===== src/sv/shortest_queue_dispatcher_core_defines.svh =====
// ----------------------------------------------------------------------------
// Shortest queue dispatcher assertion macros
// Concurrent assertion wrappers that drop out when SYNTH is defined.
// ----------------------------------------------------------------------------
`ifndef SHORTEST_QUEUE_DISPATCHER_CORE_DEFINES_SVH
`define SHORTEST_QUEUE_DISPATCHER_CORE_DEFINES_SVH

`ifndef SYNTH
`define SQD_ASSERT_IMPL(lbl, ante, cons) \
  lbl: assert property (@(posedge clk) disable iff (!rst_n) (ante) |-> (cons)) \
    else $error("sqd assertion failed");
`define SQD_ASSERT_NEXT(lbl, ante, cons) \
  lbl: assert property (@(posedge clk) disable iff (!rst_n) (ante) |=> (cons)) \
    else $error("sqd assertion failed");
`else
`define SQD_ASSERT_IMPL(lbl, ante, cons)
`define SQD_ASSERT_NEXT(lbl, ante, cons)
`endif

`endif


===== src/sv/sqd_pkg.sv =====
// ----------------------------------------------------------------------------
// Shortest queue dispatcher package
// Shared codes, controller states and the command and status bundles.
// ----------------------------------------------------------------------------
package sqd_pkg;

  localparam logic [1:0] FUNC_TICK   = 2'd0;
  localparam logic [1:0] FUNC_ARRIVE = 2'd1;
  localparam logic [1:0] FUNC_CLOSE  = 2'd2;
  localparam logic [1:0] FUNC_OPEN   = 2'd3;

  localparam logic [1:0] KIND_DEPART   = 2'd0;
  localparam logic [1:0] KIND_ENQUEUED = 2'd1;
  localparam logic [1:0] KIND_REJECTED = 2'd2;
  localparam logic [1:0] KIND_ACK      = 2'd3;

  localparam logic [1:0] MODE_CLOSED   = 2'd0;
  localparam logic [1:0] MODE_DRAINING = 2'd1;
  localparam logic [1:0] MODE_OPEN     = 2'd2;

  localparam logic [3:0] SERVERS_RESET = 4'd8;

  typedef enum logic [3:0] {
    ST_IDLE,
    ST_DECODE,
    ST_TK_CHK,
    ST_TK_EVAL,
    ST_SRCH,
    ST_DISP,
    ST_CL_CHK,
    ST_CL_RD,
    ST_ACK,
    ST_FLUSH
  } state_t;

  typedef struct packed {
    logic load;
    logic clk_inc;
    logic idx_clr;
    logic idx_inc;
    logic best_clr;
    logic srch_step;
    logic rd_head;
    logic tk_keep;
    logic tk_depart;
    logic disp;
    logic cl_empty;
    logic cl_start;
    logic cl_rd;
    logic cl_step;
    logic cl_fin;
    logic op_do;
    logic ack;
    logic flush;
  } cmd_t;

  typedef struct packed {
    logic [1:0] func;
    logic       idx_end;
    logic       tk_skip;
    logic       tk_done;
    logic       emit_ok;
    logic       tgt_out;
    logic       tgt_empty;
    logic       tgt_one;
    logic       mv_last;
  } sts_t;

endpackage


===== src/sv/sqd_ctrl.sv =====
// ----------------------------------------------------------------------------
// Shortest queue dispatcher controller
// Sequences ticks, arrivals, closes and opens through the datapath.
// ----------------------------------------------------------------------------
module sqd_ctrl (
  input  logic          clk,
  input  logic          rst_n,
  input  logic          in_tvalid,
  output logic          in_tready,
  input  sqd_pkg::sts_t sts,
  output sqd_pkg::cmd_t cmd
);
  import sqd_pkg::*;

  state_t state_r, state_nxt;

  always_ff @(posedge clk) begin
    if (!rst_n) begin
      state_r <= ST_IDLE;
    end else begin
      state_r <= state_nxt;
    end
  end

  always_comb begin
    state_nxt = state_r;
    unique case (state_r)
      ST_IDLE: begin
        if (in_tvalid) state_nxt = ST_DECODE;
      end
      ST_DECODE: begin
        unique case (sts.func)
          FUNC_TICK:   state_nxt = ST_TK_CHK;
          FUNC_ARRIVE: state_nxt = ST_SRCH;
          FUNC_CLOSE:  state_nxt = ST_CL_CHK;
          default:     state_nxt = ST_ACK;
        endcase
      end
      ST_TK_CHK: begin
        if (sts.idx_end) state_nxt = ST_FLUSH;
        else if (!sts.tk_skip) state_nxt = ST_TK_EVAL;
      end
      ST_TK_EVAL: begin
        if (!sts.tk_done || sts.emit_ok) state_nxt = ST_TK_CHK;
      end
      ST_SRCH: begin
        if (sts.idx_end) state_nxt = ST_DISP;
      end
      ST_DISP: begin
        if (sts.emit_ok) begin
          if (sts.func == FUNC_ARRIVE || sts.mv_last) state_nxt = ST_FLUSH;
          else state_nxt = ST_CL_RD;
        end
      end
      ST_CL_CHK: begin
        if (sts.tgt_out || sts.tgt_empty || sts.tgt_one) state_nxt = ST_ACK;
        else state_nxt = ST_CL_RD;
      end
      ST_CL_RD: state_nxt = ST_SRCH;
      ST_ACK: begin
        if (sts.emit_ok) state_nxt = ST_FLUSH;
      end
      ST_FLUSH: begin
        if (sts.emit_ok) state_nxt = ST_IDLE;
      end
      default: state_nxt = ST_IDLE;
    endcase
  end

  always_comb begin
    cmd       = '0;
    in_tready = 1'b0;
    unique case (state_r)
      ST_IDLE: begin
        in_tready = 1'b1;
        cmd.load  = in_tvalid;
      end
      ST_DECODE: begin
        cmd.idx_clr  = 1'b1;
        cmd.best_clr = 1'b1;
        cmd.clk_inc  = (sts.func == FUNC_TICK);
        cmd.op_do    = (sts.func == FUNC_OPEN);
      end
      ST_TK_CHK: begin
        if (!sts.idx_end) begin
          cmd.idx_inc = sts.tk_skip;
          cmd.rd_head = !sts.tk_skip;
        end
      end
      ST_TK_EVAL: begin
        cmd.tk_keep   = !sts.tk_done;
        cmd.tk_depart = sts.tk_done && sts.emit_ok;
      end
      ST_SRCH: begin
        cmd.srch_step = !sts.idx_end;
      end
      ST_DISP: begin
        if (sts.emit_ok) begin
          cmd.disp = 1'b1;
          if (sts.func != FUNC_ARRIVE) begin
            cmd.cl_step = 1'b1;
            cmd.cl_fin  = sts.mv_last;
          end
        end
      end
      ST_CL_CHK: begin
        if (!sts.tgt_out) begin
          cmd.cl_empty = sts.tgt_empty;
          cmd.cl_start = !sts.tgt_empty;
          cmd.cl_fin   = sts.tgt_one;
        end
      end
      ST_CL_RD: begin
        cmd.cl_rd    = 1'b1;
        cmd.idx_clr  = 1'b1;
        cmd.best_clr = 1'b1;
      end
      ST_ACK:   cmd.ack = sts.emit_ok;
      ST_FLUSH: cmd.flush = sts.emit_ok;
      default: ;
    endcase
  end

endmodule


===== config.mk =====
export PLATFORM = sky130hd
export DESIGN_NAME = sqd_ctrl
export DESIGN_NICKNAME = d
export VERILOG_FILES = /design/src/sv/shortest_queue_dispatcher_core_defines.svh /design/src/sv/sqd_pkg.sv /design/src/sv/sqd_ctrl.sv
export SDC_FILE = /design/constraint.sdc
export NUM_CORES = 1
export LEC_CHECK = 0
export BUFFER_PORTS_ARGS = -buffer_cell sky130_fd_sc_hd__buf_2
export CAP_MARGIN = 20
export CORE_MARGIN = 4
export CORE_UTILIZATION = 45
export DETAILED_ROUTE_END_ITERATION = 6
export GPL_TIMING_DRIVEN = 1
export HOLD_SLACK_MARGIN = 0.06
export PLACE_DENSITY_LB_ADDON = 0.3
export SYNTH_ARGS = -nofsm -noshare
export SYNTH_HDL_FRONTEND = slang
export SYNTH_SLANG_ARGS = --single-unit
export TNS_END_PERCENT = 30

===== constraint.sdc =====
create_clock -name clk -period 1.7 [get_ports clk]
set_input_delay 0 -clock clk [delete_from_list [all_inputs] [get_ports clk]]
set_output_delay 0 -clock clk [all_outputs]
set_load 0.02 [all_outputs]

Word-level counts from Yosys, hierarchy flattened
Index checks and enable logic that the tools add are counted.

word-level totals
  input bits = 13
  flip-flop bits (word level) = 4
  logic and storage cells = 69

operators by class
  reduce and logical (&&, ||, !) cells = 13
  equality and inequality tests = 20
  multiplexer cells = 35

operators by type and width
  cell                count
  $mux 4              10
  $pmux 4 s10         1
  $mux 1              17
  $eq 4x3->1 const B  4
  $ne 2x2->1 const B  6
  $pmux 4 s3          1
  $mux 2              5
  $eq 4x2->1 const B  2
  $eq 4x4->1 const B  2
  $reduce_and 7->1    1
  $eq 2x2->1 const B  2
  $eq 4x1->1 const B  1
  $logic_not 1->1     4
  $logic_not 4->1     1
  $logic_or 1x1->1    4
  $ne 3x3->1 const B  1
  $eq 2x1->1 const B  1
  $logic_not 2->1     1
  $ne 2x1->1 const B  1
  $pmux 1 s2          1
  $reduce_or 2->1     1
  $logic_and 1x1->1   1

Logic depth before layout (Yosys ltp)
Gate-level depths: netlist of run 1.

  depth after elaboration = 5
  gate-level depth with buffers = 6
  mapped depth without buffers = 6

Least setup slack after synthesis of run 1
No wires, ideal clock.

  path type = reg2out
  start = register state_r[1]
  end = output port cmd[3] (netlist name)
  required time = 1.700 ns
  buffers on the path = 1
  stages on the path, launching flop included = 6
  setup slack = 0.016 ns
  arrival time = 1.684 ns
  path through = dfxtp_1 -> buf_4 -> and4bb_1 -> and2_1 -> nor2b_1 -> a22o_1

RTL lines
  what                    RTL line        RTL
  from (decl)             sqd_ctrl.sv:15  state_t state_r, state_nxt;
  from (signal assigned)  sqd_ctrl.sv:21  state_r <= state_nxt;
  to (decl)               sqd_ctrl.sv:11  output sqd_pkg::cmd_t cmd

==> qor.yml, run 1 <==
synth_xor_area_share_pct: 1.33
synthMuxAreaShare_pct: 6.06
cts_tree: "built"
path_class: "flop to output pin"
status: "finished, final reports clean"
top_regs: "state_r x4"
firstDrtPassIters: 4
synth_area_sq_um: 661
wl_per_cell_um: 13.0
dp.cells: 129
numCtsBuffers: 3
die_area_sq_um: 2150
fmaxAchievable_mhz: 627
fin_crit_ns: 1.59
die_width_um: 46.3
core.rowCount: 13
area_growth_pct: 31.6
synth-seq-cells: 4
maxCapViolations: 0
hold_violations: 0
p_leak_nw: 0.465
top_register: "state_r"
cp_data_required_time_ns: 1.70
cp_cell_sequence: "and4bb_1, and2_1, nor2b_1, a22o_1, buf_2"
final_util_pct: 65.2
clockBufferDepth: 2
grt_pass1_vias: 665
setup_ws_ns: 0.106
power_mw: 1.05
core_region_area_sq_um: 1330
setup_viol: 0
crit_buf_inv: 1
grt_pass1_wl_um: 2720
diodes: 0
tightestPinTransition_ns: 0.290
track_usage_pct: 16.8
yosysSeqAreaShare_pct: 12.1
gp_congestion: 0.884
worstPathArrival_ns: 1.59
clkSlewWorstSetupHoldPaths_ns: 0.04
fin_skew_ns: 0.00294
hold_class: "input port to flop"
htreeDepth: 1
power.density_nw_per_um2: 1200
critical_path.max_fanout: 9
ys.flop_type: "dfxtp_1"
ys_warn_count: 0
synth_cells: 84
syn_avg_cell_area_sq_um: 7.86
largest_reg_flops: 4
wirelength_um: 1720
root_buffer: "clkbuf_4"
initial_core_util_pct: 49.5
yosys.area_share.simple_pct: 41.9
cp-start-kind: "flop"
synth.distinct_cells: 40
finalNonFillerCells: 132
layout-drive-gt1-share_pct: 41.0
design_area_sq_um: 870
irDropWorstVdd_v: 0.000580
period_share_pct: 93.8
fin_nets: 137
pre_cts_ws_ns: 0.147
hold_slack_ns: 0.0854
synth_compound_area_share_pct: 22.0
crit_family: "simple AND/OR/NAND/NOR gates"
end_kind: "output pin"
synth_edf_count: 0
clk_latency_ns: 0.23
relSlewSlack_pct: 80.6
antenna_found_initial: 0
syn-num-nets: 102
cp_slowest_cell: "dfxtp_1"
dp_hpwl_um: 1380
grt-ovfl-total: 0
pin_count: 32
clock-sinks: 4
routed-via-count: 737
placed_area_sq_um: 840
drt_first_iter_violations: 18
setup_tns_ns: 0
die_y_um: 46.3
ys_async_sr_fraction_pct: 0
route.detailed.drc: 0
vias_per_cell: 5.58
port_buffers: 31
synth_fa_ha_area_share_pct: 9.47
grt_max_degree: 13
post_cts_buffers: 0
antenna_left: 0
slowest_delay_ns: 0.46
fill_cells: 118
maxSlewViolCount: 0
synth_top_family_by_area: "simple AND/OR/NAND/NOR gates"
-- layout make-up --
cell class	instances	area (sq um)	share of cell area (%)
repair buffers	36	193	22.2
multi-input cells	70	541	62.2
clock buffers	3	22.5	2.59
inverters	4	15.0	1.73
flip-flops and latches	4	80.1	9.21
well taps	15	18.8	2.16
-- per-layer routing --
| metal | GRT usage, % | vias to the layer above | share of wire [%] | routed length [um] |
|---|---|---|---|---|
| met5 | 0 | - | 0 | 0 |
| met4 | 4.55 | 0 | 0 | 0 |
| met3 | 2.34 | 0 | 8.4 | 144 |
| met2 | 29.1 | 34 | 45 | 773 |
| met1 | 21.4 | 323 | 47 | 799 |
| li1 | - | 380 | - | - |
-- cell usage after synthesis, types with 2 or more instances --
cell type  n  area, sq um
nor2_1     3         11.3
ha_1       5         62.6
nor2b_1    3         18.8
nor4_1     3         18.8
nor3_1     5         25.0
nor3b_1    3         22.5
inv_1      4         15.0
or3_1      2         12.5
nand2b_1   2         12.5
and2_1     3         18.8
and4bb_1   2         25.0
and3_1     4         25.0
buf_4      2         15.0
clkbuf_1   2         7.51
nand2_1    7         26.3
mux2i_1    4         40.0
buf_2      2         10.0
o21ai_0    2         10.0
o31ai_1    2         15.0
dfxtp_1    4         80.1
-- timing repair --
action	CTS	global route
setup endpoints to repair	0	1
gates resized for setup	0	1
hold buffers	0	0
-- cells in the final DEF (no fill, tap or decap), types with 3 or more instances in the layout --
| cell type | n |
|---|---|
| and2_1 | 3 |
| inv_1 | 4 |
| buf_4 | 5 |
| nor3_1 | 5 |
| nor2_1 | 3 |
| buf_2 | 31 |
| clkbuf_4 | 3 |
| ha_1 | 5 |
| and3_1 | 4 |
| nor2b_1 | 3 |
| nor3b_1 | 3 |
| mux2i_1 | 4 |
| nand2_1 | 7 |
| nor4_1 | 3 |
| dfxtp_1 | 4 |
-- cells by family after synthesis --
family | Yosys count
xor gates and xnor gates | 1
and+or+nand+nor | 44
AOI/OAI and AO/OA | 16
adders and majority gates | 5
muxes | 4
buffers and inverters | 10
DFF | 4
-- power breakdown --
| group | internal (mW) | switching [mW] | total [mW] |
|---|---|---|---|
| Combinational | 0.330 | 0.421 | 0.751 |
| Sequential | 0.125 | 0.0539 | 0.179 |
| Clock | 0.0788 | 0.0361 | 0.115 |
| Total | 0.534 | 0.511 | 1.05 |
-- path summary, 6_finish.rpt --
kind         cells after the start    endpoint  slack, ns       start
max                              5      cmd[3]       0.11  state_r[1]
min                              3  state_r[0]       0.09       rst_n
max reg2reg                      4  state_r[3]       0.15  state_r[1]
min reg2reg                      2  state_r[0]       0.56  state_r[0]
-- worst reg2reg max path, delay by kind of cell (launching register included) --
kind            cells  cell delay (ns)
compound gates      2             0.23
flops               1             0.46
simple gates        2             0.78
(Power assumes the default switching activity.)
==> run 2: changes to the inputs <==
--- a/config.mk
+++ b/config.mk
@@ -7,7 +7,7 @@
 export LEC_CHECK = 0
 export BUFFER_PORTS_ARGS = -buffer_cell sky130_fd_sc_hd__buf_2
 export CAP_MARGIN = 20
-export CORE_MARGIN = 4
+export CORE_MARGIN = 8
 export CORE_UTILIZATION = 45
 export DETAILED_ROUTE_END_ITERATION = 6
 export GPL_TIMING_DRIVEN = 1
==> run 2 against run 1 <==
  * Via count decreased by 0.41%
  * Die area increased by 38%
  * Clock skew increased by 0.0028 ns
  * Setup slack improved by 0.059 ns
  * Hold slack got worse by 0.0086 ns
  * Power decreased by 0.28%
  * First-iteration DRC count decreased by 44%
  * Global-route usage decreased by 3.1 points
  * Critical endpoint unchanged
==> qor.yml, run 2 (synthesis results as in run 1) <==
core.rowCount: 14  # +1
wl_per_cell_um: 13.5  # +4.0%
route.detailed.drc: 0  # unchanged
grt_max_degree: 13  # unchanged
routed-via-count: 734  # -0.41%
drt_first_iter_violations: 10  # -8
worstPathArrival_ns: 1.53  # -0.06 ns
antenna_left: 0  # unchanged
path_class: "flop to output pin"
clockBufferDepth: 2  # unchanged
r2r-end: "state_r[2]"
cp_slowest_cell: "dfxtp_2"
end_kind: "output pin"
worst-r2r-setup-slack_ns: 0.26  # +0.11 ns
crit_buf_inv: 1  # unchanged
fill_cells: 131  # +11%
grt_use_met1_pct: 16.3  # -5.1 points
die_area_sq_um: 2950  # +38%
cp.depth: 5  # unchanged
largest_reg_flops: 4  # unchanged
wirelength_um: 1800  # +4.8%
fin_skew_ns: 0.00572  # +0.00278 ns
htreeDepth: 1  # unchanged
layout_common_cells: "31 x buf_2, 7 x nand2_1, 5 x nor3_1, 5 x ha_1, 5 x buf_4"
area_growth_pct: 31.8
regToRegStartpoint: "state_r[3]"
top_usage_layer: "met2"
maxSlewViolCount: 0  # unchanged
top_register: "state_r"
p_leak_nw: 0.466  # +0.39%
vias_per_cell: 5.52  # -1.2%
hold_class: "input port to flop"
fmaxAchievable_mhz: 652  # +3.9%
met3_usage_pct: 4.62  # +2.3 points
fin_nets: 137  # unchanged
cp-start-kind: "flop"
tightestPinTransition_ns: 0.351  # +0.0609 ns
initial_core_util_pct: 46.0  # -3.5 points
placed_area_sq_um: 841  # +0.15%
gp_congestion: 0.819  # -7.4%
diodes: 0  # unchanged
dp_hpwl_um: 1490  # +8.1%
worstSetupEndpoint: "cmd[3]"
power.density_nw_per_um2: 1200  # -0.43%
setup_tns_ns: 0  # unchanged
status: "finished, final reports clean"
relSlewSlack_pct: 76.5  # -4.1 points
grtUsageMet2_pct: 23.9  # -5.3 points
top_regs: "state_r x4"
core_region_area_sq_um: 1440  # +7.7%
maxCapViolations: 0  # unchanged
numCtsBuffers: 3  # unchanged
root_buffer: "clkbuf_4"
hold_violations: 0  # unchanged
reg2reg_depth: 4  # unchanged
die_y_um: 54.3  # +17%
cp_data_required_time_ns: 1.70  # about the same
grt_pass1_vias: 725  # +9.0%
cp_cell_sequence: "and4bb_1, and2_1, nor2b_1, a22o_1, buf_2"
cts_tree: "built"
period_share_pct: 90.3  # -3.5 points
port_buffers: 31  # unchanged
die_width_um: 54.3  # +17%
pin_count: 32  # unchanged
rsz0062_at_grt: "no"
clock-sinks: 4  # unchanged
final_common_cell: "buf_2"
layout-drive-gt1-share_pct: 43.6  # +2.6 points
design_area_sq_um: 871  # +0.14%
irDropWorstVdd_v: 0.000580  # about the same
firstDrtPassIters: 4  # unchanged
hold_buffers: 0  # unchanged
track_usage_pct: 13.7  # -3.1 points
grt-ovfl-total: 0  # unchanged
pre_cts_ws_ns: 0.167  # +0.0199 ns
startpoint: "state_r[3]"
multi_input_comb_area_sq_um: 533  # -1.4%
clkSlewWorstSetupHoldPaths_ns: 0.04  # about the same
setup_viol: 0  # unchanged
clk_latency_ns: 0.23  # about the same
antenna_found_initial: 0  # unchanged
setup_ws_ns: 0.165  # +0.0592 ns
regArea_sq_um: 87.6  # +9.4%
fin_crit_ns: 1.53  # -0.0592 ns
crit_family: "simple AND/OR/NAND/NOR gates"
slowest_delay_ns: 0.37  # -0.09 ns
critical_path.max_fanout: 12  # +3
grt_pass1_wl_um: 3190  # +18%
[run 2: cell count changes in the layout (fill, tap and decap cells not counted)]
cell	change
dfxtp_1	-4
dfxtp_2	+3
dfxtp_4	+1
o32ai_2	-1
o32ai_1	+1
[run 2: routing by layer]
layer | share of wire (%) | routed length (um)
met5 | 0 | 0
met4 | 0 | 0
met3 | 11 | 192
met2 | 48 | 862
met1 | 41 | 745
[run 2: worst min-delay path by stage]
stage / startpoint / endpoint / slack, ns / depth (start not counted)
after detailed placement: sts[6] / cmd[11] / 0.27 / 3
after floorplan: sts[5] / cmd[10] / 0.08 / 1
after CTS: rst_n / state_r[0] / 0.08 / 3
after global routing: rst_n / state_r[3] / 0.08 / 3
after global placement: sts[6] / cmd[11] / 0.28 / 3
final: rst_n / state_r[0] / 0.08 / 3
[run 2: metrics by stage]
stage	hold slack, ns	cells	utilization, %	power [mW]
2_1_floorplan	0.0781	84	-	0.731
3_3_place_gp	0.276	130	58.5	0.913
3_5_place_dp	0.274	130	58.5	0.918
4_1_cts	0.0771	133	60.1	1.04
5_1_grt	0.0787	133	60.6	1.16
6_report	0.0768	133	60.6	1.04
[run 2: what timing repair did]
item	CTS	global route
buffers inserted	0	0
resized for setup	0	5
setup endpoints to repair	0	3
[run 2: tightest hold or removal path, stage by stage]
cell,delay (ns)
buf_2,0.14
nand2_1,0.07
mux2i_1,0.06
[run 2: cell type report]
class / instances / share of cell area [%]
multi-input combinational: 70 / 61.2
sequential: 4 / 10.1
clock buffer: 3 / 2.59
tap: 16 / 2.30
inverter: 4 / 1.72
timing repair buffer: 36 / 22.1
[run 2: power by group]
| group | internal [mW] | switching (mW) |
|---|---|---|
| registers | 0.135 | 0.0739 |
| logic | 0.326 | 0.394 |
| clock network | 0.0787 | 0.0350 |
| total | 0.539 | 0.503 |
